--- src/timer_prescaler_ctc_postscaler_unit_macros.svh ---
// ----------------------------------------------------------------------------
// Assertion macros for the timer unit
// Concurrent assertion shorthands, clocked on clk and disabled in reset.
// ----------------------------------------------------------------------------
`ifndef TIMER_PRESCALER_CTC_POSTSCALER_UNIT_MACROS_SVH
`define TIMER_PRESCALER_CTC_POSTSCALER_UNIT_MACROS_SVH

// Same-cycle implication.
`define TPCPU_ASSERT_IMP(lbl, ante, cons) \
	lbl: assert property (@(posedge clk) disable iff (!arst_n) (ante) |-> (cons)) \
		else $error("timer unit assertion failed");

// Next-cycle implication.
`define TPCPU_ASSERT_NXT(lbl, ante, cons) \
	lbl: assert property (@(posedge clk) disable iff (!arst_n) (ante) |=> (cons)) \
		else $error("timer unit assertion failed");

`endif

--- src/tpcpu_pkg.sv ---
// ----------------------------------------------------------------------------
// Timer unit package
// Register indexes, mode codes, word layouts and the prescaler decode.
// ----------------------------------------------------------------------------
package tpcpu_pkg;

	localparam int CFG_INDEX_BITS = 3;
	localparam int CFG_DATA_BITS  = 32;
	localparam int PRESCALE_BITS  = 10;
	localparam int TARGET_BITS    = 32;

	typedef enum logic [CFG_INDEX_BITS-1:0] {
		REG_CLOCK_SELECT  = 3'd0,
		REG_CTC_MODE      = 3'd1,
		REG_COMPARE_VALUE = 3'd2,
		REG_OUTPUT_MODE   = 3'd3,
		REG_EVENT_TARGET  = 3'd4,
		REG_PRELOAD_VALUE = 3'd5
	} cfg_reg_t;

	typedef enum logic [2:0] {
		CS_STOPPED = 3'd0,
		CS_DIV1    = 3'd1,
		CS_DIV8    = 3'd2,
		CS_DIV64   = 3'd3,
		CS_DIV256  = 3'd4,
		CS_DIV1024 = 3'd5
	} clock_sel_t;

	typedef enum logic [1:0] {
		PIN_NONE   = 2'd0,
		PIN_TOGGLE = 2'd1,
		PIN_CLEAR  = 2'd2,
		PIN_SET    = 2'd3
	} pin_action_t;

	localparam logic [7:0] COUNT_MAX = 8'd255;

	// Input word, low bit first: tick, restart, zero padding.
	typedef struct packed {
		logic [5:0] pad;
		logic       restart;
		logic       tick;
	} in_word_t;

	// Result word, low bit first: count_value, overflow_pulse, match_pulse,
	// pin_level, period_event, zero padding.
	typedef struct packed {
		logic [3:0] pad;
		logic       period_event;
		logic       pin_level;
		logic       match_pulse;
		logic       overflow_pulse;
		logic [7:0] count_value;
	} out_word_t;

	typedef struct packed {
		logic                     enable;
		logic [PRESCALE_BITS-1:0] limit;
	} prescale_t;

	// The limit is the divisor minus one; unused selects stop the counter.
	function automatic prescale_t prescale_decode(input logic [2:0] sel);
		prescale_t p;
		p.enable = 1'b1;
		unique case (sel)
			CS_DIV1:    p.limit = 10'd0;
			CS_DIV8:    p.limit = 10'd7;
			CS_DIV64:   p.limit = 10'd63;
			CS_DIV256:  p.limit = 10'd255;
			CS_DIV1024: p.limit = 10'd1023;
			default: begin
				p.enable = 1'b0;
				p.limit  = '0;
			end
		endcase
		return p;
	endfunction

endpackage

--- src/timer_prescaler_ctc_postscaler_unit.sv ---
// ----------------------------------------------------------------------------
// Timer unit with prescaler, clear-on-compare mode and postscaler
// An 8-bit timer/counter advanced by one input word per source clock cycle.
// ----------------------------------------------------------------------------
//
//   Channel   Direction  Signals                          Word
//   s_axis    in         tvalid, tready, tdata[7:0]       tick, restart
//   m_axis    out        tvalid, tready, tdata[15:0]      count and pulses
//   cfg       in         valid, ready, index[2:0], data   register write
//
// A word is taken into the input register, is evaluated against the timer
// state and lands in the result register. One word is accepted per cycle
// while the result register is not stalled. Configuration writes are
// always accepted. The rate is set by the single state update per cycle
// on the counter path. A stalled result register holds its word; the
// input register then fills and tready falls until the result is taken.
// arst_n clears the state, the configuration registers and both valid flags.
//
module timer_prescaler_ctc_postscaler_unit #(
	parameter int EVENT_COUNT_BITS = 32
) (
	input  logic                               clk,
	input  logic                               arst_n,
	// Configuration write channel.
	input  logic                               cfg_valid,
	output logic                               cfg_ready,
	input  logic [tpcpu_pkg::CFG_INDEX_BITS-1:0] cfg_index,
	input  logic [tpcpu_pkg::CFG_DATA_BITS-1:0]  cfg_data,
	// Input stream.
	input  logic                               s_axis_tvalid,
	output logic                               s_axis_tready,
	input  logic [7:0]                         s_axis_tdata,  // tick, restart, pad
	// Result stream.
	output logic                               m_axis_tvalid,
	input  logic                               m_axis_tready,
	output logic [15:0]                        m_axis_tdata   // count_value[7:0],
	                                                          // overflow_pulse,
	                                                          // match_pulse,
	                                                          // pin_level,
	                                                          // period_event, pad
);
	import tpcpu_pkg::*;

	// Configuration registers.
	logic [2:0]             clock_select_q;
	logic                   ctc_mode_q;
	logic [7:0]             compare_value_q;
	logic [1:0]             output_mode_q;
	logic [TARGET_BITS-1:0] event_target_q;
	logic [7:0]             preload_value_q;

	// Timer state.
	logic [PRESCALE_BITS-1:0]    prescale_q;
	logic [7:0]                  timer_q;
	logic [EVENT_COUNT_BITS-1:0] event_cnt_q;
	logic                        pin_q;

	// Input register and result register.
	logic      valid_s1;
	logic      tick_s1;
	logic      restart_s1;
	logic      valid_s2;
	out_word_t result_s2;

	logic      fire_s1;   // the word in the input register is evaluated now
	in_word_t  in_word;

	logic [PRESCALE_BITS-1:0]    prescale_d;
	logic [7:0]                  timer_d;
	logic [EVENT_COUNT_BITS-1:0] event_cnt_d;
	logic [EVENT_COUNT_BITS-1:0] event_inc;
	logic                        pin_d;
	logic                        ovf_d;
	logic                        match_d;
	logic                        evt_d;
	logic                        post_hit;
	logic                        advance;
	prescale_t                   presc;
	out_word_t                   result_d;

	assign cfg_ready     = 1'b1;
	assign in_word       = in_word_t'(s_axis_tdata);
	assign fire_s1       = valid_s1 && (!valid_s2 || m_axis_tready);
	assign s_axis_tready = !valid_s1 || fire_s1;
	assign m_axis_tvalid = valid_s2;
	assign m_axis_tdata  = result_s2;

	always_ff @(posedge clk or negedge arst_n) begin
		if (!arst_n) begin
			clock_select_q  <= '0;
			ctc_mode_q      <= 1'b0;
			compare_value_q <= '0;
			output_mode_q   <= '0;
			event_target_q  <= '0;
			preload_value_q <= '0;
		end else if (cfg_valid) begin
			unique case (cfg_index)
				REG_CLOCK_SELECT:  clock_select_q  <= cfg_data[2:0];
				REG_CTC_MODE:      ctc_mode_q      <= cfg_data[0];
				REG_COMPARE_VALUE: compare_value_q <= cfg_data[7:0];
				REG_OUTPUT_MODE:   output_mode_q   <= cfg_data[1:0];
				REG_EVENT_TARGET:  event_target_q  <= cfg_data[TARGET_BITS-1:0];
				REG_PRELOAD_VALUE: preload_value_q <= cfg_data[7:0];
				default: ;
			endcase
		end
	end

	// The postscaler count after one more overflow or match. It restarts
	// once it reaches the target; a zero target never fires.
	assign event_inc = event_cnt_q + EVENT_COUNT_BITS'(1);
	assign post_hit  = (event_target_q != '0) &&
	                   (TARGET_BITS'(event_inc) >= event_target_q);
	assign presc     = prescale_decode(clock_select_q);

	always_comb begin
		prescale_d  = prescale_q;
		timer_d     = timer_q;
		event_cnt_d = event_cnt_q;
		pin_d       = pin_q;
		ovf_d       = 1'b0;
		match_d     = 1'b0;
		evt_d       = 1'b0;
		advance     = 1'b0;
		if (restart_s1) begin
			// Restart wins over a tick in the same word; the pin is kept.
			prescale_d  = '0;
			event_cnt_d = '0;
			timer_d     = ctc_mode_q ? 8'd0 : preload_value_q;
		end else if (tick_s1 && presc.enable) begin
			// A count left above the limit by a select change fires at once.
			if (prescale_q >= presc.limit) begin
				prescale_d = '0;
				advance    = 1'b1;
			end else begin
				prescale_d = prescale_q + PRESCALE_BITS'(1);
			end
		end
		if (advance) begin
			if (timer_q == compare_value_q) begin
				match_d = 1'b1;
				unique case (output_mode_q)
					PIN_TOGGLE: pin_d = !pin_q;
					PIN_CLEAR:  pin_d = 1'b0;
					PIN_SET:    pin_d = 1'b1;
					PIN_NONE:   pin_d = pin_q;
				endcase
			end
			if (ctc_mode_q && match_d) begin
				timer_d     = 8'd0;
				event_cnt_d = post_hit ? '0 : event_inc;
				evt_d       = post_hit;
			end else if (timer_q == COUNT_MAX) begin
				// In clear-on-compare mode a wrap is not counted.
				timer_d = 8'd0;
				ovf_d   = 1'b1;
				if (!ctc_mode_q) begin
					event_cnt_d = post_hit ? '0 : event_inc;
					evt_d       = post_hit;
					if (post_hit) begin
						timer_d = preload_value_q;
					end
				end
			end else begin
				timer_d = timer_q + 8'd1;
			end
		end
		result_d                = '0;
		result_d.count_value    = timer_d;
		result_d.overflow_pulse = ovf_d;
		result_d.match_pulse    = match_d;
		result_d.pin_level      = pin_d;
		result_d.period_event   = evt_d;
	end

	always_ff @(posedge clk or negedge arst_n) begin
		if (!arst_n) begin
			prescale_q  <= '0;
			timer_q     <= '0;
			event_cnt_q <= '0;
			pin_q       <= 1'b0;
			valid_s1    <= 1'b0;
			valid_s2    <= 1'b0;
		end else begin
			if (s_axis_tvalid && s_axis_tready) begin
				valid_s1 <= 1'b1;
			end else if (fire_s1) begin
				valid_s1 <= 1'b0;
			end
			if (fire_s1) begin
				valid_s2    <= 1'b1;
				prescale_q  <= prescale_d;
				timer_q     <= timer_d;
				event_cnt_q <= event_cnt_d;
				pin_q       <= pin_d;
			end else if (m_axis_tready) begin
				valid_s2 <= 1'b0;
			end
		end
	end

	// Payload registers carry no reset.
	always_ff @(posedge clk) begin
		if (s_axis_tvalid && s_axis_tready) begin
			tick_s1    <= in_word.tick;
			restart_s1 <= in_word.restart;
		end
		if (fire_s1) begin
			result_s2 <= result_d;
		end
	end

	`include "timer_prescaler_ctc_postscaler_unit_macros.svh"

	// An overflow leaves the counter at zero, or at the preload on an event.
	`TPCPU_ASSERT_IMP(a_ovf_count, fire_s1 && ovf_d,
		timer_d == 8'd0 || (evt_d && timer_d == preload_value_q))
	// In clear-on-compare mode only a match can raise the event.
	`TPCPU_ASSERT_IMP(a_ctc_event, fire_s1 && evt_d && ctc_mode_q, match_d)
	// A zero target never raises the event.
	`TPCPU_ASSERT_IMP(a_zero_target, fire_s1 && event_target_q == '0, !evt_d)
	// A word held in the input register by a stall is not lost.
	`TPCPU_ASSERT_NXT(a_s1_held, valid_s1 && !fire_s1, valid_s1)

endmodule
--- config.mk ---
export PLATFORM = sky130hd
export DESIGN_NAME = timer_prescaler_ctc_postscaler_unit
export DESIGN_NICKNAME = d
export VERILOG_FILES = /design/src/tpcpu_pkg.sv /design/src/timer_prescaler_ctc_postscaler_unit.sv
export VERILOG_INCLUDE_DIRS = /design/src /design/src/src
export SDC_FILE = /design/constraint.sdc
export NUM_CORES = 1
export LEC_CHECK = 0
export ABC_AREA = 1
export BUFFER_PORTS_ARGS = -buffer_cell sky130_fd_sc_hd__buf_2
export CORE_MARGIN = 3
export CORE_UTILIZATION = 50
export DETAILED_ROUTE_END_ITERATION = 7
export GPL_ROUTABILITY_DRIVEN = 0
export GPL_TIMING_DRIVEN = 0
export PLACE_DENSITY = 0.69
export SETUP_SLACK_MARGIN = 0.15
export SLEW_MARGIN = 20
export SYNTH_ARGS = -nofsm -noshare
export SYNTH_HDL_FRONTEND = slang
export SYNTH_SLANG_ARGS = --single-unit
--- constraint.sdc ---
create_clock -name clk -period 4.4 [get_ports clk]
set_clock_uncertainty 0.2 [all_clocks]
set_input_delay 0.88 -clock clk [delete_from_list [all_inputs] [get_ports clk]]
set_output_delay 0.88 -clock clk [all_outputs]
set_load 0.05 [all_outputs]
---- Word level (Yosys, flattened, before mapping) ----
Cells that the tools add are included.
cells by class
  add/sub/neg operators ................... 3
  order comparisons ....................... 2
  equal/unequal tests ..................... 15
  multiplexer cells ....................... 34
  bitwise operators ....................... 1
  reductions and logical operators ........ 25
operator list
  operator                 count
  $mux W32                 6
  $mux W8                  7
  $pmux W10 S4             1
  $add A32 B1 Y32 const B  1
  $ge A32 B32 Y1           1
  $reduce_bool A32 Y1      1
  $mux W10                 3
  $mux W1                  16
  $reduce_and A2 Y1        7
  $eq A3 B2 Y1 const B     4
  $eq A3 B3 Y1 const B     4
  $add A10 B1 Y10 const B  1
  $ge A10 B10 Y1           1
  $add A8 B1 Y8 const B    1
  $eq A8 B8 Y1             1
  $eq A8 B8 Y1 const B     1
  $eq A3 B1 Y1 const B     2
  $reduce_bool A2 Y1       3
  $logic_and A1 B1 Y1      5
  $reduce_or A5 Y1         1
  $eq A2 B2 Y1 const B     2
  $pmux W1 S4              1
  $logic_not A1 Y1         3
  $logic_not A3 Y1         1
  other kinds (5)          6
word-level totals
  bits in registers ....................... 121
  logic and storage cells ................. 99

---- Logic depth before layout (Yosys ltp) ----
Gate-level depths: netlist (run 1).
  word-level depth ........................ 10
  depth in mapped cells ................... 24

---- Worst setup path after synthesis (run 1) ----
No wires, ideal clock.
  path kind ............................... reg2reg
  start point ............................. register event_cnt_q[0]
  end point ............................... register event_cnt_q[28]
  data arrival time ....................... 3,131 ps
  required time ........................... 4,117 ps
  slack ................................... 986 ps
  cell stages (with the launch flop) ...... 24
  buffers on the path ..................... 1
  period minus slack after synthesis ...... 3,414 ps
  cells stage by stage .................... dfrtp_1 > ha_1 > nand3_1 > nor3_1 > nand2_1 > nor3_1 > nand2_1 > xor2_1 > ha_1 > nand2_1 > inv_1 > nand2_1 > inv_1 > nand2_1 > nand2_1 > nor2_1 > nand2_1 > nand2_1 > nand2_1 > and2_1 > nor2_4 > buf_6 > nand2_1 > a22oi_2
between the ends
  longest elaborated chain between the ends .. 8
ends and longest elaborated chain
  element                 RTL line                                                                                text
  from (decl)             timer_prescaler_ctc_postscaler_unit.sv:55                                               logic [EVENT_COUNT_BITS-1:0] event_cnt_q;
  from (signal assigned)  timer_prescaler_ctc_postscaler_unit.sv:194                                              event_cnt_q <= event_cnt_d;
  $add A32 B1 Y32 *       timer_prescaler_ctc_postscaler_unit.sv:111                                              assign event_inc = event_cnt_q + EVENT_COUNT_BITS'(1);
  $ge A32 B32 Y1          timer_prescaler_ctc_postscaler_unit.sv:113                                              (TARGET_BITS'(event_inc) >= event_target_q);
  $logic_and A1 B1 Y1     timer_prescaler_ctc_postscaler_unit.sv:112                                              assign post_hit = (event_target_q != '0) &&
  $mux W32 *              timer_prescaler_ctc_postscaler_unit.sv:151, timer_prescaler_ctc_postscaler_unit.sv:158
  $mux W32                timer_prescaler_ctc_postscaler_unit.sv:157                                              if (!ctc_mode_q) begin
  $mux W32                timer_prescaler_ctc_postscaler_unit.sv:153                                              end else if (timer_q == COUNT_MAX) begin
  $mux W32 *              timer_prescaler_ctc_postscaler_unit.sv:149                                              if (ctc_mode_q && match_d) begin
  $mux W32 *              timer_prescaler_ctc_postscaler_unit.sv:139                                              if (advance) begin
Every way passes the cells marked *; elsewhere a longest branch is shown, timed or not.
A chain may end at the register's enable or synchronous reset.

---- Worst setup path in the final report (run 1) ----
  start point ............................. register event_cnt_q[0]
  end point ............................... register event_cnt_q[0]
between the ends
  longest elaborated chain between the ends .. 8
ends and longest elaborated chain
  element              RTL line
  $add A32 B1 Y32      timer_prescaler_ctc_postscaler_unit.sv:111
  $ge A32 B32 Y1       timer_prescaler_ctc_postscaler_unit.sv:113
  $logic_and A1 B1 Y1  timer_prescaler_ctc_postscaler_unit.sv:112
  $mux W32             timer_prescaler_ctc_postscaler_unit.sv:151, timer_prescaler_ctc_postscaler_unit.sv:158
  $mux W32             timer_prescaler_ctc_postscaler_unit.sv:157
  $mux W32             timer_prescaler_ctc_postscaler_unit.sv:153
  $mux W32             timer_prescaler_ctc_postscaler_unit.sv:149
  $mux W32 *           timer_prescaler_ctc_postscaler_unit.sv:139
Marks and branches as above.

==> results of run 1 <==
==> power by group <==
group | leakage, nW | switching [mW] | total, mW | internal [mW]
clock | 0.273 | 0.516 | 1.34 | 0.821
sequential | 1.42 | 0.205 | 1.60 | 1.40
combinational | 2.67 | 1.05 | 1.61 | 0.565
==> final cells by class <==
cell class              count  area (um2)
clock inverters            10        92.6
inverters                 155         582
plain buffers              34         170
well taps                 211         264
fillers                  1406        6210
repair buffers             57         317
multi-input cells         708        4050
flip-flops and latches    121        3100
clock buffers              22         474
==> worst paths after layout <==
path                                                start                              to
hold / removal                                     arst_n          timer_q[2]$_DFFE_PN0P_
setup / recovery               event_cnt_q[0]$_DFFE_PN0P_      event_cnt_q[0]$_DFFE_PN0P_
max in group asynchronous                          arst_n     event_cnt_q[14]$_DFFE_PN0P_
hold reg to reg            preload_value_q[3]$_DFFE_PN0P_  preload_value_q[3]$_DFFE_PN0P_
min in group clk           preload_value_q[3]$_DFFE_PN0P_  preload_value_q[3]$_DFFE_PN0P_
setup reg to reg               event_cnt_q[0]$_DFFE_PN0P_      event_cnt_q[0]$_DFFE_PN0P_
==> synthesized netlist by cell type, types with 2 or more instances <==
library cell and instances:
a22oi_1 2, buf_4 5, nor2_1 111, o21ai_0 50
or2_2 2, nand4_1 18, a22oi_2 29, nand2_2 3
a21boi_0 3, nor3_1 23, o21a_1 3, dfrtp_1 107
nand2_1 226, conb_1 2, xor2_1 32, ha_1 45
nand3b_1 4, inv_1 154, nor4_1 12, o22ai_1 2
clkbuf_1 25, nand3_1 32, a21oi_1 75, o211ai_1 10
xnor2_1 10, edfxtp_1 14, buf_6 3
==> kinds of logic (layout without fill, tap and decap cells) <==
logic type                 count (synthesis)  after routing  synth area share (%)
buffers and inverters                    189            278                  9.61
DFF                                      121            121                  39.6
other                                      2              5                0.0960
adders and majority gates                 45             45                  7.20
xor gates and xnor gates                  42             42                  4.70
AOI/OAI and AO/OA                        178            178                  15.0
and+or+nand+nor                          438            438                  23.8
==> state kept, by name, summed over array words and instances, names as in the netlist <==
register,count
valid_s1,1
pin_q,1
m_axis_tdata,12
ctc_mode_q,1
compare_value_q,8
clock_select_q,3
prescale_q,10
output_mode_q,2
preload_value_q,8
tick_s1,1
restart_s1,1
event_target_q,32
timer_q,8
m_axis_tvalid,1
event_cnt_q,32
==> per-layer routing <==
metal  track usage [%]  vias to the layer above  part of all wire [%]
met3              5.13                       35                   4.6
met4              6.59                        0                   1.9
met1              30.9                     3111                    48
li1                  -                     3456                     -
met5                 0                        -                     0
met2              35.7                      193                    45
==> cells in the final DEF, fill, tap and decap left out, types with 27 or more instances in the layout <==
cell | synthesis | final
a21oi_1 | 75 | 75
a22oi_2 | 29 | 29
buf_2 | 1 | 55
clkbuf_1 | 25 | 27
dfrtp_1 | 107 | 107
ha_1 | 45 | 44
inv_1 | 154 | 154
nand2_1 | 226 | 224
nand3_1 | 32 | 31
nor2_1 | 111 | 111
o21ai_0 | 50 | 50
xor2_1 | 32 | 31
==> worst max-delay path, stage by stage, from the launching register on <==
cell	delay, ns
dfrtp_1	0.38
ha_2	0.24
nand3_2	0.15
nor3_4	0.21
nand2_2	0.13
nor2_1	0.28
nand2_1	0.15
xor2_1	0.16
inv_1	0.09
ha_1	0.27
nand2_1	0.05
nor2_1	0.08
nand2_1	0.13
nor4_2	0.26
nand2_1	0.18
nand2_2	0.20
and2_1	0.23
nor2_4	0.08
buf_6	0.14
nor2_1	0.10
o22ai_1	0.08
==> through the flow <==
stage | util [%] | hold WS (ns) | cells
floorplan | - | 0.253 | 1018
global placement | 54.9 | 0.267 | 1284
detailed placement | 55.1 | 0.273 | 1285
CTS | 58.9 | 0.162 | 1317
global route | 59.3 | 0.167 | 1318
finish | 59.3 | 0.148 | 1318
==> what timing repair did <==
item,4_1_cts,5_1_grt
gates resized for setup,3,9
pin swaps,0,1
setup buffers,0,1
setup endpoints to repair,32,49
==> impl_metrics.json, run 1 <==
{
  "status": "finished clean",
  "synthArstFlopShare_pct": 88.4,
  "yosys_warnings": 0,
  "cts_max_path_buffers": 2,
  "synth_top_area_cell": "dfrtp_1",
  "yosysUniqueCellTypes": 40,
  "final_cell_area_mm2": 0.00904,
  "crit_fanout": 10,
  "antenna_found_initial": 0,
  "nNetsFinal": 1187,
  "synth_edf_count": 14,
  "clkSlewWorstSetupHoldPaths_ns": 0.06,
  "viasPerCell": 5.16,
  "gr-total-overflow": 0,
  "clock_sinks": 121,
  "tns_ns": 0,
  "avgRoutedWirePerCell_um": 14.5,
  "drc": 0,
  "power_mw": 4.55,
  "antenna_cells": 0,
  "postSynthCellCount": 1015,
  "cts_tree": "built",
  "die_y_um": 131,
  "dr.pass1.iters": 5,
  "cts_root_buf": "clkbuf_16",
  "worst_pin_slew_ns": 0.760,
  "end_kind": "register",
  "fin_crit_ns": 3.93,
  "clock.fmax_ghz": 0.255,
  "avgSynthCellArea_um2": 7.71,
  "holdBufCountCts": 0,
  "dp_hpwl_um": 14100,
  "io_buffer_count": 55,
  "regToRegSetupSlack_ns": 0.47,
  "grt_setup_unrepaired": "no",
  "relSlewSlack_pct": 49.4,
  "leakage_nw": 4.36,
  "hold_viol": 0,
  "cts_buffers": 17,
  "synth.area.top_cells": "dfrtp_1, nand2_1, inv_1, ha_1, edfxtp_1",
  "rr_worst_depth": 20,
  "layout-drive-gt1-share_pct": 13.3,
  "cap_viol_max_count": 0,
  "core-area_mm2": 0.0153,
  "min_period_over_period_pct": 89.2,
  "grtUsageTotal_pct": 22.5,
  "die_x_um": 131,
  "ys_ff_latch": 121,
  "first_iter_violations": 488,
  "yosysTopAreaCellShare_pct": 34.2,
  "finalWorstSetupSlack_ns": 0.473,
  "ios": 67,
  "cp-start-kind": "register",
  "setup_viol": 0,
  "power.density_mw_per_mm2": 503,
  "pre_cts_ws_ns": -0.0139,
  "synthFlopType": "dfrtp_1",
  "syn_area_mm2": 0.00783,
  "place_area_mm2": 0.00841,
  "clkLatencyLatePin_ns": 0.42,
  "path_class": "reg2reg",
  "grt_max_degree": 76,
  "grt_pass1_wl_um": 31900,
  "area_delta_synth_final_pct": 15.6,
  "hp-class": "in2async",
  "start_util_pct": 51.3,
  "cts_max_level": 4,
  "final_max_slew_viol_count": 0,
  "antenna_left": 0,
  "synth_seq_area_share_pct": 39.6,
  "dieArea_mm2": 0.0172,
  "rows": 45,
  "worstPathRequired_ns": 4.49,
  "drt-total-wl_um": 19100,
  "grt_pass1_vias": 6588,
  "worstPathArrival_ns": 4.01,
  "irDropWorstVdd_v": 0.000322,
  "via_count": 6795
}
Note: power is estimated with default switching activity, not from simulation.
==> run 2, diff against run 1 <==
--- a/config.mk
+++ b/config.mk
@@ -13,8 +13,9 @@
 export DETAILED_ROUTE_END_ITERATION = 7
 export GPL_ROUTABILITY_DRIVEN = 0
 export GPL_TIMING_DRIVEN = 0
-export PLACE_DENSITY = 0.69
+export PLACE_DENSITY = 0.71
 export SETUP_SLACK_MARGIN = 0.15
+export SKIP_CTS_REPAIR_TIMING = 1
 export SLEW_MARGIN = 20
 export SYNTH_ARGS = -nofsm -noshare
 export SYNTH_HDL_FRONTEND = slang
==> constraint.sdc (replaced) <==
create_clock -name clk -period 3.4 [get_ports clk]
set_clock_uncertainty 0.2 [all_clocks]
set_input_delay 0.68 -clock clk [delete_from_list [all_inputs] [get_ports clk]]
set_output_delay 0.68 -clock clk [all_outputs]
set_load 0.05 [all_outputs]
==> run 2 against run 1 <==
The flow now finishes with violations (negative setup slack). Die area unchanged. Sequential share of layout area shrank 1.9 points. Via count increased by 4.4%. Core utilization rose by 3.6 points. Clock power is 42% higher. Count of clock-buffer cells in the layout shrank 3. First-iteration DRC count is 28% higher. Register-to-register slack worse by 0.85 ns. Sequential power up 31%. Sequential cell count unchanged.
==> impl_metrics.json, run 2 (synthesis results as in run 1) <==
{
  "status": "complete, but fails checks",
  "failed_checks": "negative setup slack",
  "fin_crit_ns": 3.77,
  "worst_pin_slew_ns": 0.765,
  "layout-drive-gt1-share_pct": 19.6,
  "final_cell_mix": "nand2_1, inv_1, nor2_1, dfrtp_1, a21oi_1",
  "layout_commonest_cell": "nand2_1",
  "core-area_mm2": 0.0153,
  "io_buffer_count": 55,
  "pre_cts_ws_ns": -0.802,
  "antenna_left": 0,
  "grt_setup_unrepaired": "yes",
  "cts_buffers": 17,
  "ff_latch_area_mm2": 0.00310,
  "first_iter_violations": 623,
  "cts_tree": "built",
  "grt_pass1_wl_um": 32200,
  "nNetsFinal": 1205,
  "clockPowerShare_pct": 30.2,
  "cp-start-kind": "register",
  "finalWorstSetupSlack_ns": -0.373,
  "grt_pass1_vias": 6580,
  "setup_viol": 48,
  "cts_root_buf": "clkbuf_16",
  "relSlewSlack_pct": 49.0,
  "grt_max_degree": 71,
  "dieArea_mm2": 0.0172,
  "power_frac_seq_pct": 33.3,
  "cts_max_path_buffers": 2,
  "clkLatencyLatePin_ns": 0.43,
  "hold_viol": 0,
  "worstPathRequired_ns": 3.49,
  "fillers": 1317,
  "grtUsageTotal_pct": 22.8,
  "drc": 0,
  "die_y_um": 131,
  "power_mw": 6.28,
  "avgRoutedWirePerCell_um": 15.0,
  "dr.pass1.iters": 6,
  "crit_fanout": 7,
  "p_int_mw": 3.82,
  "tns_ns": -13.34,
  "gr-total-overflow": 0,
  "ios": 67,
  "antenna_found_initial": 0,
  "end_kind": "register",
  "p_sw_share_pct": 39.2,
  "worstPathArrival_ns": 3.86,
  "p_switching_mw": 2.46,
  "whs_ns": 0.233,
  "multi_input_area_mm2": 0.00436,
  "min_period_over_period_pct": 111,
  "p_comb_share_pct": 36.6,
  "final_max_slew_viol_count": 0,
  "via_count": 7096,
  "start_util_pct": 51.3,
  "place_area_mm2": 0.00842,
  "viasPerCell": 5.31,
  "die_x_um": 131,
  "area_delta_synth_final_pct": 22.6,
  "rows": 45,
  "power.density_mw_per_mm2": 655,
  "irDropWorstVdd_v": 0.000457,
  "final_cell_area_mm2": 0.00960,
  "path_class": "reg2reg",
  "cap_viol_max_count": 0,
  "antenna_cells": 0,
  "cts_max_level": 4,
  "clkSlewWorstSetupHoldPaths_ns": 0.06,
  "hp-class": "in2reg",
  "drt-total-wl_um": 20000,
  "clock.fmax_ghz": 0.265,
  "leakage_nw": 4.58,
  "dp_hpwl_um": 14300,
  "clock_sinks": 121
}
## run 2: cell count changes in the layout (fill, tap and decap cells not counted), sizes merged
cell / delta
dlygate4sd3: +1
clkbuf: -3
clkinv: +1
buf: +17
bufinv: +2
## run 2: power groups by stage
stage	Sequential (mW)	Combinational, mW	Clock [mW]
2_1_floorplan	2.12	1.51	0
3_3_place_gp	2.08	1.98	0
4_1_cts	2.06	2.07	1.92
3_5_place_dp	2.08	2.05	0
5_1_grt	2.13	2.60	1.99
6_report	2.09	2.30	1.90
## run 2: layer usage
metal / wire, um / GRT usage, %
met4: 444 / 6.83
met3: 1080 / 4.79
met1: 9060 / 31.2
met5: 0 / 0
met2: 9420 / 36.6
## run 2: worst paths after layout
check | startpoint | to | slack, ns | depth (start not counted)
worst max-delay path | event_cnt_q[5]$_DFFE_PN0P_ | event_cnt_q[0]$_DFFE_PN0P_ | -0.37 | 19
worst min-delay path | s_axis_tdata[0] | tick_s1$_DFFE_PP_ | 0.23 | 1
worst max register to register | event_cnt_q[5]$_DFFE_PN0P_ | event_cnt_q[0]$_DFFE_PN0P_ | -0.37 | 19
worst min register to register | preload_value_q[4]$_DFFE_PN0P_ | preload_value_q[4]$_DFFE_PN0P_ | 0.29 | 2
max in group asynchronous | arst_n | event_target_q[13]$_DFFE_PN0P_ | 1.80 | 3
min in group asynchronous | arst_n | timer_q[2]$_DFFE_PN0P_ | 0.53 | 2
## run 2: worst max-delay path, stage by stage, from the launching register on
cell        delay, ns
dfrtp_1          0.39
clkinvlp_4       0.20
nor4_1           0.41
nand2_1          0.18
nor2_4           0.18
nand3b_1         0.12
xor2_1           0.19
ha_1             0.29
nand2_1          0.08
nor2_2           0.15
nand2_2          0.12
nor4_4           0.29
nand2_4          0.11
nand2_4          0.08
and2_4           0.15
nor2_4           0.05
buf_12           0.15
buf_4            0.15
nor2_1           0.08
o22ai_1          0.07
## run 2: final cells by class
class	count	area share, %
repair buffers	75	5.02
plain buffers	34	1.89
well taps	211	2.75
clock inverters	13	1.73
inverters	155	6.10
multi-input cells	708	45.4
flip-flops and latches	121	32.3
clock buffers	19	4.73
## run 2: through the flow
stage / std cells / utilization (%)
2_1_floorplan: 1018 / -
3_3_place_gp: 1284 / 55.0
3_5_place_dp: 1285 / 55.2
4_1_cts: 1317 / 59.2
5_1_grt: 1336 / 62.9
6_report: 1336 / 62.9
==> run 3, diff against run 2 <==
--- a/config.mk
+++ b/config.mk
@@ -10,6 +10,7 @@
 export BUFFER_PORTS_ARGS = -buffer_cell sky130_fd_sc_hd__buf_2
 export CORE_MARGIN = 3
 export CORE_UTILIZATION = 50
+export CTS_BUF_LIST = sky130_fd_sc_hd__clkbuf_4 sky130_fd_sc_hd__clkbuf_8
 export DETAILED_ROUTE_END_ITERATION = 7
 export GPL_ROUTABILITY_DRIVEN = 0
 export GPL_TIMING_DRIVEN = 0
==> run 3 against run 2 <==
The flow still finishes with violations (negative setup slack). Routed wire length shrank 2.7%. Core utilization shrank 1.2 points. Maximum frequency rose by 2.7%. Hold slack got worse by 0.021 ns. First-iteration DRC count shrank 2.9%. Critical path type unchanged. Global-route usage fell by 0.35 points. Largest power group unchanged. Count of clock-buffer cells in the layout fell by 1.
==> impl_metrics.json, run 3 (synthesis results as in run 1) <==
{
  "p_int_mw": 3.42,
  "dieArea_mm2": 0.0172,
  "antenna_left": 0,
  "layout-drive-gt1-share_pct": 20.3,
  "clock_sinks": 121,
  "irDropWorstVdd_v": 0.000385,
  "max_stage_delay_ns": 0.43,
  "path_class": "reg2reg",
  "p_sw_share_pct": 40.8,
  "viasPerCell": 5.24,
  "drc": 0,
  "start_util_pct": 51.3,
  "place_inst": 1285,
  "failed_checks": "negative setup slack",
  "leakage_nw": 4.52,
  "cts_buffers": 17,
  "cts_max_path_buffers": 2,
  "via_count": 7011,
  "fin_cells": 1339,
  "ff_latch_area_mm2": 0.00310,
  "power_mw": 5.77,
  "status": "complete, but fails checks",
  "hp-class": "in2reg",
  "finalWorstSetupSlack_ns": -0.274,
  "cap_viol_max_count": 0,
  "relSlewSlack_pct": 48.7,
  "min_period_over_period_pct": 108,
  "clockPowerShare_pct": 24.9,
  "cts_root_buf": "clkbuf_8",
  "antenna_found_initial": 0,
  "gr-total-overflow": 0,
  "fillers": 1340,
  "crit_fanout": 5,
  "avgRoutedWirePerCell_um": 14.5,
  "clkLatencyLatePin_ns": 0.45,
  "layout_commonest_cell": "nand2_1",
  "grt_max_degree": 71,
  "worstPathRequired_ns": 3.56,
  "power_frac_seq_pct": 36.1,
  "grt_pass1_wl_um": 31800,
  "worst_pin_slew_ns": 0.770,
  "multi_input_area_mm2": 0.00434,
  "cts_tree": "built",
  "crit_family": "simple AND/OR/NAND/NOR gates",
  "antenna_cells": 0,
  "final_max_slew_viol_count": 0,
  "first_iter_violations": 605,
  "fin_crit_ns": 3.67,
  "rows": 45,
  "clock.fmax_ghz": 0.272,
  "core-area_mm2": 0.0153,
  "dr.pass1.iters": 5,
  "cts_max_level": 4,
  "drt-total-wl_um": 19500,
  "setup_viol": 48,
  "p_switching_mw": 2.36,
  "cp_slowest_cell": "dfrtp_1",
  "die_x_um": 131,
  "cp_cell_sequence": "ha_4 -> nand3_4 -> nor3_4 -> nand2_2 -> nor3_4 -> nand3_1 -> xor2_1 -> inv_2 -> ha_4 -> nand2_2 -> a21oi_1 -> o21ai_1 -> nand2_1 -> a21oi_2 -> nand2_4 -> and2_4 -> nor2_4 -> buf_6 -> buf_8 -> nand2_4 -> a22oi_2",
  "grtUsageTotal_pct": 22.4,
  "final_cell_mix": "nand2_1, inv_1, dfrtp_1, nor2_1, a21oi_1",
  "grt_setup_unrepaired": "yes",
  "ios": 67,
  "cp_num_buf_inv": 3,
  "hold_viol": 0,
  "clkSlewWorstSetupHoldPaths_ns": 0.08,
  "die_y_um": 131,
  "area_delta_synth_final_pct": 20.4,
  "grt_pass1_vias": 6571,
  "power.density_mw_per_mm2": 613,
  "nNetsFinal": 1208,
  "io_buffer_count": 55,
  "cp-start-kind": "register",
  "p_comb_share_pct": 39.0,
  "end_kind": "register",
  "worstPathArrival_ns": 3.84,
  "dp_hpwl_um": 14300
}
-- run 3: routing by layer --
metal	GRT usage (%)	vias to the layer above	part of all wire, %
met5	0	-	0
met4	7.64	0	2.1
met3	4.40	37	5.2
met2	35.5	218	47
met1	31.0	3257	46
li1	-	3499	-
-- run 3: cell type report --
| cell class | instances | area share [%] |
|---|---|---|
| Inverter | 155 | 6.22 |
| Sequential cell | 121 | 32.9 |
| Buffer | 34 | 1.85 |
| Multi-Input combinational cell | 708 | 46.1 |
| Clock inverter | 14 | 2.09 |
| Clock buffer | 18 | 2.56 |
| Timing Repair Buffer | 78 | 5.51 |
| Tap cell | 211 | 2.80 |
-- run 3: final timing paths --
check | start | end | slack, ns | depth (start not counted)
max in group asynchronous | arst_n | event_target_q[13]$_DFFE_PN0P_ | 1.83 | 3
setup / recovery | event_cnt_q[0]$_DFFE_PN0P_ | event_cnt_q[22]$_DFFE_PN0P_ | -0.27 | 21
setup reg to reg | event_cnt_q[0]$_DFFE_PN0P_ | event_cnt_q[22]$_DFFE_PN0P_ | -0.27 | 21
hold / removal | s_axis_tdata[0] | tick_s1$_DFFE_PP_ | 0.21 | 1
min in group asynchronous | arst_n | timer_q[2]$_DFFE_PN0P_ | 0.51 | 2
hold reg to reg | preload_value_q[1]$_DFFE_PN0P_ | preload_value_q[1]$_DFFE_PN0P_ | 0.29 | 2
-- run 3: metrics by stage --
step                util (%)  setup WS, ns  TNS (ns)  hold slack [ns]  cell area (um2)
floorplan                  -         0.157         0            0.184             7850
global placement        55.0        -0.810    -33.19            0.268             8390
detailed placement      55.2        -0.802    -33.31            0.278             8420
CTS                     58.0        -0.852    -35.49          -0.0604             8860
global route            61.7        -0.502    -20.51            0.186             9420
finish                  61.7        -0.274    -10.15            0.212             9420
-- run 3: power by group through the flow --
stage,Clock (mW),Sequential [mW],Combinational [mW]
after floorplan,0,2.12,1.51
after global placement,0,2.08,1.98
after detailed placement,0,2.08,2.05
after CTS,1.46,2.06,2.06
after global routing,1.53,2.13,2.55
final,1.44,2.08,2.25
